**config.mk**
```make
export PLATFORM = sky130hd
export DESIGN_NAME = calendar_add_minutes_core
export DESIGN_NICKNAME = d
export VERILOG_FILES = /design/src/cam_pkg.sv /design/src/cam_ctrl.sv /design/src/cam_dpath.sv /design/src/calendar_add_minutes_core.sv
export SDC_FILE = /design/constraint.sdc
export NUM_CORES = 1
export LEC_CHECK = 0
export BUFFER_PORTS_ARGS = -buffer_cell sky130_fd_sc_hd__buf_4
export CORE_MARGIN = 3
export CORE_UTILIZATION = 35
export CTS_BUF_LIST = sky130_fd_sc_hd__clkbuf_4 sky130_fd_sc_hd__clkbuf_8 sky130_fd_sc_hd__clkbuf_16
export CTS_CLUSTER_SIZE = 8
export DETAILED_ROUTE_END_ITERATION = 16
export PLACE_DENSITY = 0.63
export SLEW_MARGIN = 25
export SYNTH_ARGS = -nofsm -noshare
export SYNTH_HDL_FRONTEND = slang
export SYNTH_SLANG_ARGS = --single-unit
export TNS_END_PERCENT = 1
```
**constraint.sdc**
```tcl
create_clock -name clk -period 7.8 [get_ports clk]
set_input_delay 1.56 -clock clk [delete_from_list [all_inputs] [get_ports clk]]
set_output_delay 1.56 -clock clk [all_outputs]
set_load 0.01 [all_outputs]
```
**src/cam_pkg.sv**
```systemverilog
`timescale 1ns / 1ps
// ----------------------------------------------------------------------------
// cam_pkg
// Shared types and calendar constants for the calendar minute adder.
// ----------------------------------------------------------------------------
package cam_pkg;

	localparam int ACC_W  = 31;    // minute accumulator width
	localparam int YCNT_W = 13;    // year counter width, covers carry past 4095
	localparam int MIN_W  = 27;    // total_minutes field width

	localparam logic [ACC_W-1:0] MIN_PER_DAY  = ACC_W'(1440);
	localparam logic [ACC_W-1:0] MIN_PER_YEAR = ACC_W'(525600);

	// Datapath commands, at most one active per cycle
	typedef struct packed {
		logic load;      // capture an input item
		logic prep1;     // reciprocal step for start-year leap test, day sum
		logic prep2;     // finish start leap test, form minutes within year
		logic fwd_step;  // add one whole year before the start year
		logic add_ofs;   // add the offset, restart the year counter
		logic bwd_step;  // remove one whole year from the remainder
		logic mon_step;  // remove one whole month from the remainder
		logic day;       // quotient of remainder by minutes per day
		logic hr;        // drop whole days from the remainder
		logic mins;      // quotient of remainder by minutes per hour
		logic fin;       // load the output registers
	} cam_cmd_t;

	typedef struct packed {
		logic fwd_done;  // year counter reached the start year
		logic bwd_done;  // remainder below the current year length
		logic mon_done;  // remainder inside the current month
	} cam_sts_t;

	// Days before the first of a month in a common year
	function automatic logic [8:0] days_before(input logic [3:0] m);
		logic [8:0] d;
		unique case (m)
			4'd1:    d = 9'd0;
			4'd2:    d = 9'd31;
			4'd3:    d = 9'd59;
			4'd4:    d = 9'd90;
			4'd5:    d = 9'd120;
			4'd6:    d = 9'd151;
			4'd7:    d = 9'd181;
			4'd8:    d = 9'd212;
			4'd9:    d = 9'd243;
			4'd10:   d = 9'd273;
			4'd11:   d = 9'd304;
			4'd12:   d = 9'd334;
			default: d = 9'd0;
		endcase
		return d;
	endfunction

	// Length of a month in a common year
	function automatic logic [4:0] month_days(input logic [3:0] m);
		logic [4:0] d;
		unique case (m)
			4'd2:                       d = 5'd28;
			4'd4, 4'd6, 4'd9, 4'd11:    d = 5'd30;
			default:                    d = 5'd31;
		endcase
		return d;
	endfunction

endpackage

```
**src/cam_ctrl.sv**
```systemverilog
`timescale 1ns / 1ps
// ----------------------------------------------------------------------------
// cam_ctrl
// Sequencer for the calendar minute adder: steps the datapath through the
// forward year walk, offset add, backward year and month walk and output.
// ----------------------------------------------------------------------------
module cam_ctrl
	import cam_pkg::*;
(
	input  logic     clk,
	input  logic     arst_n,
	input  logic     in_valid,
	output logic     in_ready,
	output logic     out_valid,
	input  logic     out_ready,
	input  cam_sts_t sts,
	output cam_cmd_t cmd
);

	localparam logic [3:0] ST_IDLE  = 4'd0;
	localparam logic [3:0] ST_PREP1 = 4'd1;
	localparam logic [3:0] ST_PREP2 = 4'd2;
	localparam logic [3:0] ST_FWD   = 4'd3;
	localparam logic [3:0] ST_BWD   = 4'd4;
	localparam logic [3:0] ST_MON   = 4'd5;
	localparam logic [3:0] ST_DAY   = 4'd6;
	localparam logic [3:0] ST_HR    = 4'd7;
	localparam logic [3:0] ST_MIN   = 4'd8;
	localparam logic [3:0] ST_FIN   = 4'd9;

	logic [3:0] state_q, state_d;
	logic       out_valid_q;
	logic       out_free;

	assign in_ready  = (state_q == ST_IDLE);
	assign out_valid = out_valid_q;
	assign out_free  = !out_valid_q || out_ready;

	always_comb begin
		state_d = state_q;
		cmd     = '0;
		unique case (state_q)
			ST_IDLE: begin
				if (in_valid) begin
					cmd.load = 1'b1;
					state_d  = ST_PREP1;
				end
			end
			ST_PREP1: begin
				cmd.prep1 = 1'b1;
				state_d   = ST_PREP2;
			end
			ST_PREP2: begin
				cmd.prep2 = 1'b1;
				state_d   = ST_FWD;
			end
			ST_FWD: begin
				if (sts.fwd_done) begin
					cmd.add_ofs = 1'b1;
					state_d     = ST_BWD;
				end else begin
					cmd.fwd_step = 1'b1;
				end
			end
			ST_BWD: begin
				if (sts.bwd_done) begin
					state_d = ST_MON;
				end else begin
					cmd.bwd_step = 1'b1;
				end
			end
			ST_MON: begin
				if (sts.mon_done) begin
					state_d = ST_DAY;
				end else begin
					cmd.mon_step = 1'b1;
				end
			end
			ST_DAY: begin
				cmd.day = 1'b1;
				state_d = ST_HR;
			end
			ST_HR: begin
				cmd.hr  = 1'b1;
				state_d = ST_MIN;
			end
			ST_MIN: begin
				cmd.mins = 1'b1;
				state_d  = ST_FIN;
			end
			ST_FIN: begin
				if (out_free) begin
					cmd.fin = 1'b1;
					state_d = ST_IDLE;
				end
			end
			default: state_d = ST_IDLE;
		endcase
	end

	always_ff @(posedge clk or negedge arst_n) begin
		if (!arst_n) begin
			state_q     <= ST_IDLE;
			out_valid_q <= 1'b0;
		end else begin
			state_q <= state_d;
			if (cmd.fin) begin
				out_valid_q <= 1'b1;
			end else if (out_ready) begin
				out_valid_q <= 1'b0;
			end
		end
	end

endmodule

```
**src/cam_dpath.sv**
```systemverilog
`timescale 1ns / 1ps
// ----------------------------------------------------------------------------
// cam_dpath
// Datapath of the calendar minute adder: minute accumulator, year counter
// with leap-cycle counters, month counter and output registers.
// ----------------------------------------------------------------------------
module cam_dpath
	import cam_pkg::*;
#(
	parameter int BASE_YEAR_VALUE = 2000,
	parameter int YEAR_SPAN       = 128
) (
	input  logic        clk,
	input  cam_cmd_t    cmd,
	output cam_sts_t    sts,
	input  logic [11:0] start_year,
	input  logic [3:0]  start_month,
	input  logic [4:0]  start_day,
	input  logic [4:0]  start_hour,
	input  logic [5:0]  start_minute,
	input  logic [25:0] minutes_to_add,
	output logic [11:0] end_year,
	output logic [3:0]  end_month,
	output logic [4:0]  end_day,
	output logic [4:0]  end_hour,
	output logic [5:0]  end_minute,
	output logic [26:0] total_minutes,
	output logic        out_of_range
);

	localparam logic [YCNT_W-1:0] BASE_Y   = YCNT_W'(BASE_YEAR_VALUE);
	localparam logic [1:0]        BASE_M4  = 2'(BASE_YEAR_VALUE % 4);
	localparam logic [6:0]        BASE_M100 = 7'(BASE_YEAR_VALUE % 100);
	localparam logic [8:0]        BASE_M400 = 9'(BASE_YEAR_VALUE % 400);
	localparam logic [YCNT_W:0]   SPAN_END = (YCNT_W+1)'(BASE_YEAR_VALUE + YEAR_SPAN);

	// captured item
	logic [11:0] yr_q;
	logic [3:0]  mon_q;
	logic [4:0]  dayz_q;
	logic [4:0]  hour_q;
	logic [5:0]  min_q;
	logic [25:0] ofs_q;

	logic [7:0]        yq_q;     // start_year / 25
	logic [8:0]        days_q;   // days before the start date in its year
	logic [ACC_W-1:0]  acc_q;    // running minutes, later the remainder
	logic [ACC_W-1:0]  tot_q;
	logic [YCNT_W-1:0] ycnt_q;
	logic [1:0]        m4_q;
	logic [6:0]        m100_q;
	logic [8:0]        m400_q;
	logic [3:0]        mcnt_q;
	logic [4:0]        dq_q;     // whole days left in the month
	logic [4:0]        hq_q;     // whole hours left in the day

	logic [3:0]        mon_c;
	logic [4:0]        day_c;
	logic              cnt_leap;
	logic              div25;
	logic              start_leap;
	logic [8:0]        days_adj;
	logic [ACC_W-1:0]  hm_min;
	logic [ACC_W-1:0]  ylen;
	logic [ACC_W-1:0]  mlen;
	logic [24:0]       yr_prod;
	logic [21:0]       dq_prod;
	logic [21:0]       hq_prod;
	logic [15:0]       day_min;
	logic [10:0]       hr_min;

	// clamp month to 1..12 and day to at least 1
	assign mon_c = (start_month == 4'd0) ? 4'd1 :
	               (start_month > 4'd12) ? 4'd12 : start_month;
	assign day_c = (start_day == 5'd0) ? 5'd1 : start_day;

	// leap test of the counted year
	assign cnt_leap = (m400_q == 9'd0) || ((m100_q != 7'd0) && (m4_q == 2'd0));

	// start year leap test; divisibility by 25 from yq_q
	assign div25      = ({yq_q, 4'b0} + {1'b0, yq_q, 3'b0} + {4'b0, yq_q}) == yr_q;
	assign start_leap = (yr_q[1:0] == 2'd0) && (!div25 || (yr_q[3:0] == 4'd0));
	assign days_adj   = days_q + {8'd0, (start_leap && (mon_q > 4'd2))};
	assign hm_min     = (ACC_W'(hour_q) << 6) - (ACC_W'(hour_q) << 2) + ACC_W'(min_q);

	assign ylen = MIN_PER_YEAR + (cnt_leap ? MIN_PER_DAY : '0);
	assign mlen = ACC_W'(month_days(mcnt_q)) * MIN_PER_DAY
	            + ((cnt_leap && (mcnt_q == 4'd2)) ? MIN_PER_DAY : '0);

	assign yr_prod = 25'(yr_q) * 25'd5243;
	assign dq_prod = 22'(acc_q[15:5]) * 22'd1457;
	assign hq_prod = 22'(acc_q[10:0]) * 22'd1093;
	assign day_min = 16'(dq_q) * 16'd1440;
	assign hr_min  = (11'(hq_q) << 6) - (11'(hq_q) << 2);

	assign sts.fwd_done = (ycnt_q >= YCNT_W'(yr_q));
	assign sts.bwd_done = (acc_q < ylen);
	assign sts.mon_done = (mcnt_q == 4'd12) || (acc_q < mlen);

	always_ff @(posedge clk) begin
		if (cmd.load) begin
			yr_q   <= start_year;
			mon_q  <= mon_c;
			dayz_q <= day_c - 5'd1;
			hour_q <= start_hour;
			min_q  <= start_minute;
			ofs_q  <= minutes_to_add;
		end
		if (cmd.prep1) begin
			yq_q   <= yr_prod[24:17];
			days_q <= 9'(dayz_q) + days_before(mon_q);
		end
		if (cmd.prep2) begin
			acc_q <= ACC_W'(days_adj) * MIN_PER_DAY + hm_min;
		end
		if (cmd.prep2 || cmd.add_ofs) begin
			ycnt_q <= BASE_Y;
			m4_q   <= BASE_M4;
			m100_q <= BASE_M100;
			m400_q <= BASE_M400;
			mcnt_q <= 4'd1;
		end
		if (cmd.fwd_step || cmd.bwd_step) begin
			ycnt_q <= ycnt_q + YCNT_W'(1);
			m4_q   <= m4_q + 2'd1;
			m100_q <= (m100_q == 7'd99) ? 7'd0 : m100_q + 7'd1;
			m400_q <= (m400_q == 9'd399) ? 9'd0 : m400_q + 9'd1;
		end
		if (cmd.fwd_step) begin
			acc_q <= acc_q + ylen;
		end
		if (cmd.add_ofs) begin
			acc_q <= acc_q + ACC_W'(ofs_q);
			tot_q <= acc_q + ACC_W'(ofs_q);
		end
		if (cmd.bwd_step) begin
			acc_q <= acc_q - ylen;
		end
		if (cmd.mon_step) begin
			acc_q  <= acc_q - mlen;
			mcnt_q <= mcnt_q + 4'd1;
		end
		if (cmd.day) begin
			dq_q <= dq_prod[20:16];
		end
		if (cmd.hr) begin
			acc_q <= ACC_W'(acc_q[15:0] - day_min);
		end
		if (cmd.mins) begin
			hq_q <= hq_prod[20:16];
		end
		if (cmd.fin) begin
			end_year      <= ycnt_q[YCNT_W-1] ? 12'hFFF : ycnt_q[11:0];
			end_month     <= mcnt_q;
			end_day       <= dq_q + 5'd1;
			end_hour      <= hq_q;
			end_minute    <= 6'(acc_q[10:0] - hr_min);
			total_minutes <= (tot_q[ACC_W-1:MIN_W] != '0) ? '1 : tot_q[MIN_W-1:0];
			out_of_range  <= ({1'b0, ycnt_q} >= SPAN_END);
		end
	end

endmodule

```
**src/calendar_add_minutes_core.sv**
```systemverilog
`timescale 1ns / 1ps
// The minute accumulator steps one year per cycle in each direction, one
// month per cycle afterwards.
// Throughput: one item at a time; the next item is accepted once the previous
// result has moved into the output register.
// Reset clears the sequencer and the output valid flag; payload is not reset.
// ----------------------------------------------------------------------------
// calendar_add_minutes_core
// Adds a minute offset to a calendar date and time (Gregorian leap rules),
// returning the new date, the minute count since the base year and a span flag.
// ----------------------------------------------------------------------------
module calendar_add_minutes_core
	import cam_pkg::*;
#(
	parameter int BASE_YEAR_VALUE = 2000,
	parameter int YEAR_SPAN       = 128
) (
	input  logic        clk,
	input  logic        arst_n,
	input  logic        in_valid,
	output logic        in_ready,
	input  logic [11:0] start_year,
	input  logic [3:0]  start_month,
	input  logic [4:0]  start_day,
	input  logic [4:0]  start_hour,
	input  logic [5:0]  start_minute,
	input  logic [25:0] minutes_to_add,
	output logic        out_valid,
	input  logic        out_ready,
	output logic [11:0] end_year,
	output logic [3:0]  end_month,
	output logic [4:0]  end_day,
	output logic [4:0]  end_hour,
	output logic [5:0]  end_minute,
	output logic [26:0] total_minutes,
	output logic        out_of_range
);

	// command and status between sequencer and datapath
	cam_cmd_t cmd;
	cam_sts_t sts;

	// Sequencer: capture an item, walk years forward to the start year, add
	// the offset, walk years and months back out of the sum, split the rest
	// into day, hour and minute, then hold until the output register frees.
	cam_ctrl u_ctrl (
		.clk       (clk),
		.arst_n    (arst_n),
		.in_valid  (in_valid),
		.in_ready  (in_ready),
		.out_valid (out_valid),
		.out_ready (out_ready),
		.sts       (sts),
		.cmd       (cmd)
	);

	// Datapath: the accumulator holds minutes since the base year going
	// forward and the remainder going back; leap years come from modulo
	// counters that advance with the year counter.
	cam_dpath #(
		.BASE_YEAR_VALUE (BASE_YEAR_VALUE),
		.YEAR_SPAN       (YEAR_SPAN)
	) u_dpath (
		.clk            (clk),
		.cmd            (cmd),
		.sts            (sts),
		.start_year     (start_year),
		.start_month    (start_month),
		.start_day      (start_day),
		.start_hour     (start_hour),
		.start_minute   (start_minute),
		.minutes_to_add (minutes_to_add),
		.end_year       (end_year),
		.end_month      (end_month),
		.end_day        (end_day),
		.end_hour       (end_hour),
		.end_minute     (end_minute),
		.total_minutes  (total_minutes),
		.out_of_range   (out_of_range)
	);

endmodule

```
==> impl_results.html <==
<table>
<tr><th>Metric</th><th>Value</th></tr>
<tr><th colspan="2">Setup path</th></tr>
<tr><td>Termination of the worst setup path</td><td>u_dpath.acc_q[22]$_DFFE_PP_</td></tr>
<tr><td>R2R setup slack</td><td>-0.30 ns</td></tr>
<tr><td>Beginning of the worst register-to-register path</td><td>u_dpath.yq_q[1]$_DFFE_PP_</td></tr>
<tr><td>Master of the slowest instance on the critical path</td><td>fa_1</td></tr>
<tr><td>Start point of the critical path</td><td>u_dpath.yq_q[1]$_DFFE_PP_</td></tr>
<tr><td>Maximum fanout encountered on the critical timing path</td><td>3</td></tr>
<tr><td>Reg2Reg Depth</td><td>38</td></tr>
<tr><td>Worst path arrival time</td><td>8.38 ns</td></tr>
<tr><td>Critical setup path kind</td><td>reg2reg</td></tr>
<tr><td>Type of destination of the critical path</td><td>register</td></tr>
<tr><td>Destination of the worst register-to-register timing path</td><td>u_dpath.acc_q[22]$_DFFE_PP_</td></tr>
<tr><td>Type of origin of the critical path</td><td>register</td></tr>
<tr><td>Crit path required time</td><td>about 8 ns</td></tr>
<tr><td>Max incr delay on CP</td><td>~0.50 ns</td></tr>
<tr><th colspan="2">Die</th></tr>
<tr><td>Starting density of the core</td><td>about 35%</td></tr>
<tr><td>Floorplan die height</td><td>267 um</td></tr>
<tr><td>Area inside the core boundary</td><td>between 60000 and 70000 um2</td></tr>
<tr><td>Number of top-level design ports</td><td>about 120</td></tr>
<tr><td>Die span in x</td><td>267 um</td></tr>
<tr><td>Die area</td><td>around 72000 um2</td></tr>
<tr><td>Count of standard-cell rows</td><td>between 90 and 100</td></tr>
<tr><th colspan="2">Logic synthesis</th></tr>
<tr><td>Main synth FF type</td><td>edfxtp_1</td></tr>
<tr><td>Combinational family with the most area after synthesis</td><td>adder cells</td></tr>
<tr><td>Post-synth EDFFs</td><td>roughly 240</td></tr>
<tr><td>Mapped Cells</td><td>2389</td></tr>
<tr><td>Number of library cell types mapped by synthesis</td><td>84</td></tr>
<tr><td>Syn Nets</td><td>between 2k and 3k</td></tr>
<tr><td>Sequential share of the synthesized area</td><td>between 30% and 40%</td></tr>
<tr><td>Simple logic cell fraction of the synthesized area</td><td>about an eighth</td></tr>
<tr><td>Synthesized-area fraction occupied by ao, oa, aoi and oai cells</td><td>between 10% and 20%</td></tr>
<tr><td>XOR/XNOR share of the synthesized area</td><td>slightly below 7%</td></tr>
<tr><td>Ys Warns</td><td>0</td></tr>
<tr><td>Post-synthesis average cell area</td><td>10.0 um2</td></tr>
<tr><td>Flop and latch count out of synthesis</td><td>247</td></tr>
<tr><td>Post-synth ARST share</td><td>under 10%</td></tr>
<tr><td>Multiplexer fraction of the synthesized cell area</td><td>less than 1%</td></tr>
<tr><td>Post-synth design cell area</td><td>23900 um2</td></tr>
<tr><td>Synth Area in Adders</td><td>30.0%</td></tr>
<tr><th colspan="2">CTS</th></tr>
<tr><td>Root Buffer</td><td>clkbuf_16</td></tr>
<tr><td>CTS sink cnt</td><td>approximately 250</td></tr>
<tr><td>Inserted Clock Buffers</td><td>38</td></tr>
<tr><td>Clock latency on the worst-skew pair</td><td>0.56 ns</td></tr>
<tr><td>Clock tree from TritonCTS</td><td>done</td></tr>
<tr><td>Clock tree buffer depth</td><td>3</td></tr>
<tr><td>Clock slew seen by the registers of the worst setup and hold paths</td><td>0.05 ns</td></tr>
<tr><td>Maximum level of the CTS H-tree</td><td>2</td></tr>
<tr><th colspan="2">STA</th></tr>
<tr><td>Worst slew margin relative to its limit</td><td>about 30%</td></tr>
<tr><td>Final hold vios</td><td>0</td></tr>
<tr><td>Fin crit period</td><td>about 8 ns</td></tr>
<tr><td>Final count of pins violating max slew</td><td>0</td></tr>
<tr><td>Final setup fails</td><td>10</td></tr>
<tr><td>Unrepaired setup endpoints after global routing</td><td>yes</td></tr>
<tr><td>Fin crit share</td><td>104%</td></tr>
<tr><td>F_max</td><td>123 MHz</td></tr>
<tr><td>Setup slack of the critical path after layout</td><td>-0.301 ns</td></tr>
<tr><td>Slew at the pin closest to its max-slew limit</td><td>1.03 ns</td></tr>
<tr><td>Final clock skew</td><td>between 0.03 and 0.04 ns</td></tr>
<tr><td>Hold WS</td><td>between 0.4 and 0.5 ns</td></tr>
<tr><th colspan="2">Final layout</th></tr>
<tr><td>Commonest cells after routing, fill and taps aside</td><td>ha_1, inv_1, edfxtp_1</td></tr>
<tr><td>Most common library cell in the layout ignoring fill and taps</td><td>ha_1</td></tr>
<tr><td>Area added between synthesis and finish</td><td>16.8%</td></tr>
<tr><td>Number of nets in the final layout</td><td>around 3.2k</td></tr>
<tr><td>Fraction of layout cells with a size suffix above 1</td><td>between 10% and 20%</td></tr>
<tr><td>Final instance area</td><td>around 28000 um2</td></tr>
<tr><td>Layout fillers</td><td>between 6k and 7k</td></tr>
<tr><th colspan="2">Placement</th></tr>
<tr><td>Number of I/O port buffers</td><td>about 120</td></tr>
<tr><td>Pre-CTS worst setup slack</td><td>-0.503 ns</td></tr>
<tr><td>Dpl cell area</td><td>roughly 27000 um2</td></tr>
<tr><td>RePlAce Congestion</td><td>around 0.94</td></tr>
<tr><td>HPWL Detailed</td><td>51900 um</td></tr>
<tr><th colspan="2">Routing</th></tr>
<tr><td>Via/cell ratio</td><td>approximately 5.3</td></tr>
<tr><td>Post-detailed-route wirelength per cell</td><td>~19 um</td></tr>
<tr><td>Number of vias in the routed layout</td><td>roughly 19k</td></tr>
<tr><td>Iteration-0 DRC count of the detailed router</td><td>roughly 1.3k</td></tr>
<tr><td>Post-detailed-route count of antenna-violating nets</td><td>0</td></tr>
<tr><td>First drt pass iteration count</td><td>7</td></tr>
<tr><td>Final wirelength</td><td>65700 um</td></tr>
<tr><td>DRC violations left</td><td>0</td></tr>
<tr><th colspan="2">Global routing</th></tr>
<tr><td>First-pass GRT wire length</td><td>103000 um</td></tr>
<tr><td>Vias in the first global route</td><td>19.0k</td></tr>
<tr><td>Initial antenna violation count</td><td>6</td></tr>
<tr><td>Overall Global Routing Usage</td><td>18.3%</td></tr>
<tr><td>Pin count of the biggest net entering global routing</td><td>38</td></tr>
<tr><td>Overflow left after global routing</td><td>0</td></tr>
<tr><th colspan="2">Min path</th></tr>
<tr><td>Number of stages on the worst hold path</td><td>0</td></tr>
<tr><td>Path category of the worst min-delay check</td><td>reg2reg</td></tr>
<tr><th colspan="2">Outcome</th></tr>
<tr><td>Result of the run</td><td>complete, but fails checks</td></tr>
<tr><td>Violations in the final reports</td><td>negative setup slack</td></tr>
<tr><th colspan="2">Run</th></tr>
<tr><td>Max_cap viols</td><td>0</td></tr>
</table>
-- cell type report --
cell class | instances | area, um2 | area share, %
clock inverters | 4 | 45.0 | 0.161
multi-input cells | 1784 | 15500 | 55.6
inverters | 295 | 1110 | 3.96
clock buffers | 50 | 1090 | 3.92
flip-flops and latches | 247 | 7390 | 26.5
repair buffers | 220 | 1650 | 5.91
well taps | 873 | 1090 | 3.91
diodes | 2 | 5.00 | 0.0179
-- cell families after synthesis --
family | Yosys count
flops | 247
buf+inv | 358
xor+xnor | 190
mux | 14
other cells | 1
simple gates | 556
fa+ha+maj | 509
compound gates | 514
-- worst max-delay path: cells and delay by family, from the launching register on --
family | cells | cell delay [ns]
buf+inv | 4 | 0.40
flops | 1 | 0.41
xor+xnor | 3 | 0.42
fa+ha+maj | 9 | 2.93
mux | 2 | 0.53
simple gates | 4 | 0.75
compound gates | 16 | 2.40
-- worst min path at each step --
stage / end / slack, ns / startpoint
floorplan: u_dpath.end_hour[4]$_DFFE_PP_ / 0.40 / u_dpath.hq_q[4]$_DFFE_PP_
global placement: u_dpath.end_hour[4]$_DFFE_PP_ / 0.41 / u_dpath.hq_q[4]$_DFFE_PP_
detailed placement: u_dpath.end_hour[4]$_DFFE_PP_ / 0.41 / u_dpath.hq_q[4]$_DFFE_PP_
CTS: u_dpath.end_hour[4]$_DFFE_PP_ / 0.42 / u_dpath.hq_q[4]$_DFFE_PP_
global route: u_dpath.end_hour[4]$_DFFE_PP_ / 0.42 / u_dpath.hq_q[4]$_DFFE_PP_
finish: u_dpath.end_hour[4]$_DFFE_PP_ / 0.42 / u_dpath.hq_q[4]$_DFFE_PP_
-- flip-flops by register name, summed over array words and instances (netlist names), 8 cells and up --
register and count:
u_dpath.acc_q 31, u_dpath.days_q 9, u_dpath.end_year 12, u_dpath.m400_q 9, u_dpath.ofs_q 26, u_dpath.tot_q 31, u_dpath.total_minutes 27, u_dpath.ycnt_q 13
u_dpath.yq_q 8, u_dpath.yr_q 12
-- Yosys cell counts (all sizes together) (21+ instances only) --
master | number | share of area, %
o21bai | 23 | 0.72
clkbuf | 51 | 0.80
or2 | 23 | 0.60
xnor2 | 116 | 4.2
nand2b | 43 | 1.2
a21o | 46 | 1.4
o21a | 21 | 0.66
a31oi | 21 | 0.55
a21oi | 135 | 2.8
inv | 295 | 4.6
nor3 | 50 | 1.1
o21ai | 99 | 2.1
nor2 | 133 | 2.1
xor2 | 74 | 2.7
o211ai | 23 | 0.72
nand2 | 124 | 1.9
ha | 402 | 21
fa | 107 | 9.0
nor4 | 21 | 0.58
nand3 | 53 | 1.1
edfxtp | 242 | 30
-- per-layer routing --
metal | GRT usage (%) | share of wire [%] | wire [um]
met3 | 4.31 | 6.8 | 4490
met5 | 0 | 0.097 | 64
met4 | 8.05 | 4.5 | 2950
met2 | 31.0 | 47 | 31200
met1 | 22.2 | 41 | 27000
-- stage by stage --
| step | cells | util (%) | TNS (ns) |
|---|---|---|---|
| 2_1_floorplan | 2389 | - | -0.00137 |
| 3_3_place_gp | 3413 | 39.3 | -3.95 |
| 3_5_place_dp | 3413 | 39.3 | -5.29 |
| 4_1_cts | 3473 | 41.3 | -2.18 |
| 5_1_grt | 3473 | 41.4 | -8.57 |
| 6_report | 3475 | 41.4 | -2.08 |
-- what timing repair did --
action,CTS,global route
pin swaps,46,6
hold buffers,0,0
resized for setup,37,14
setup endpoints to repair,15,16
buffers inserted,6,0
Power is not shown: default switching activity piles up to over one toggle a cycle in this logic, so the estimate is an artifact.
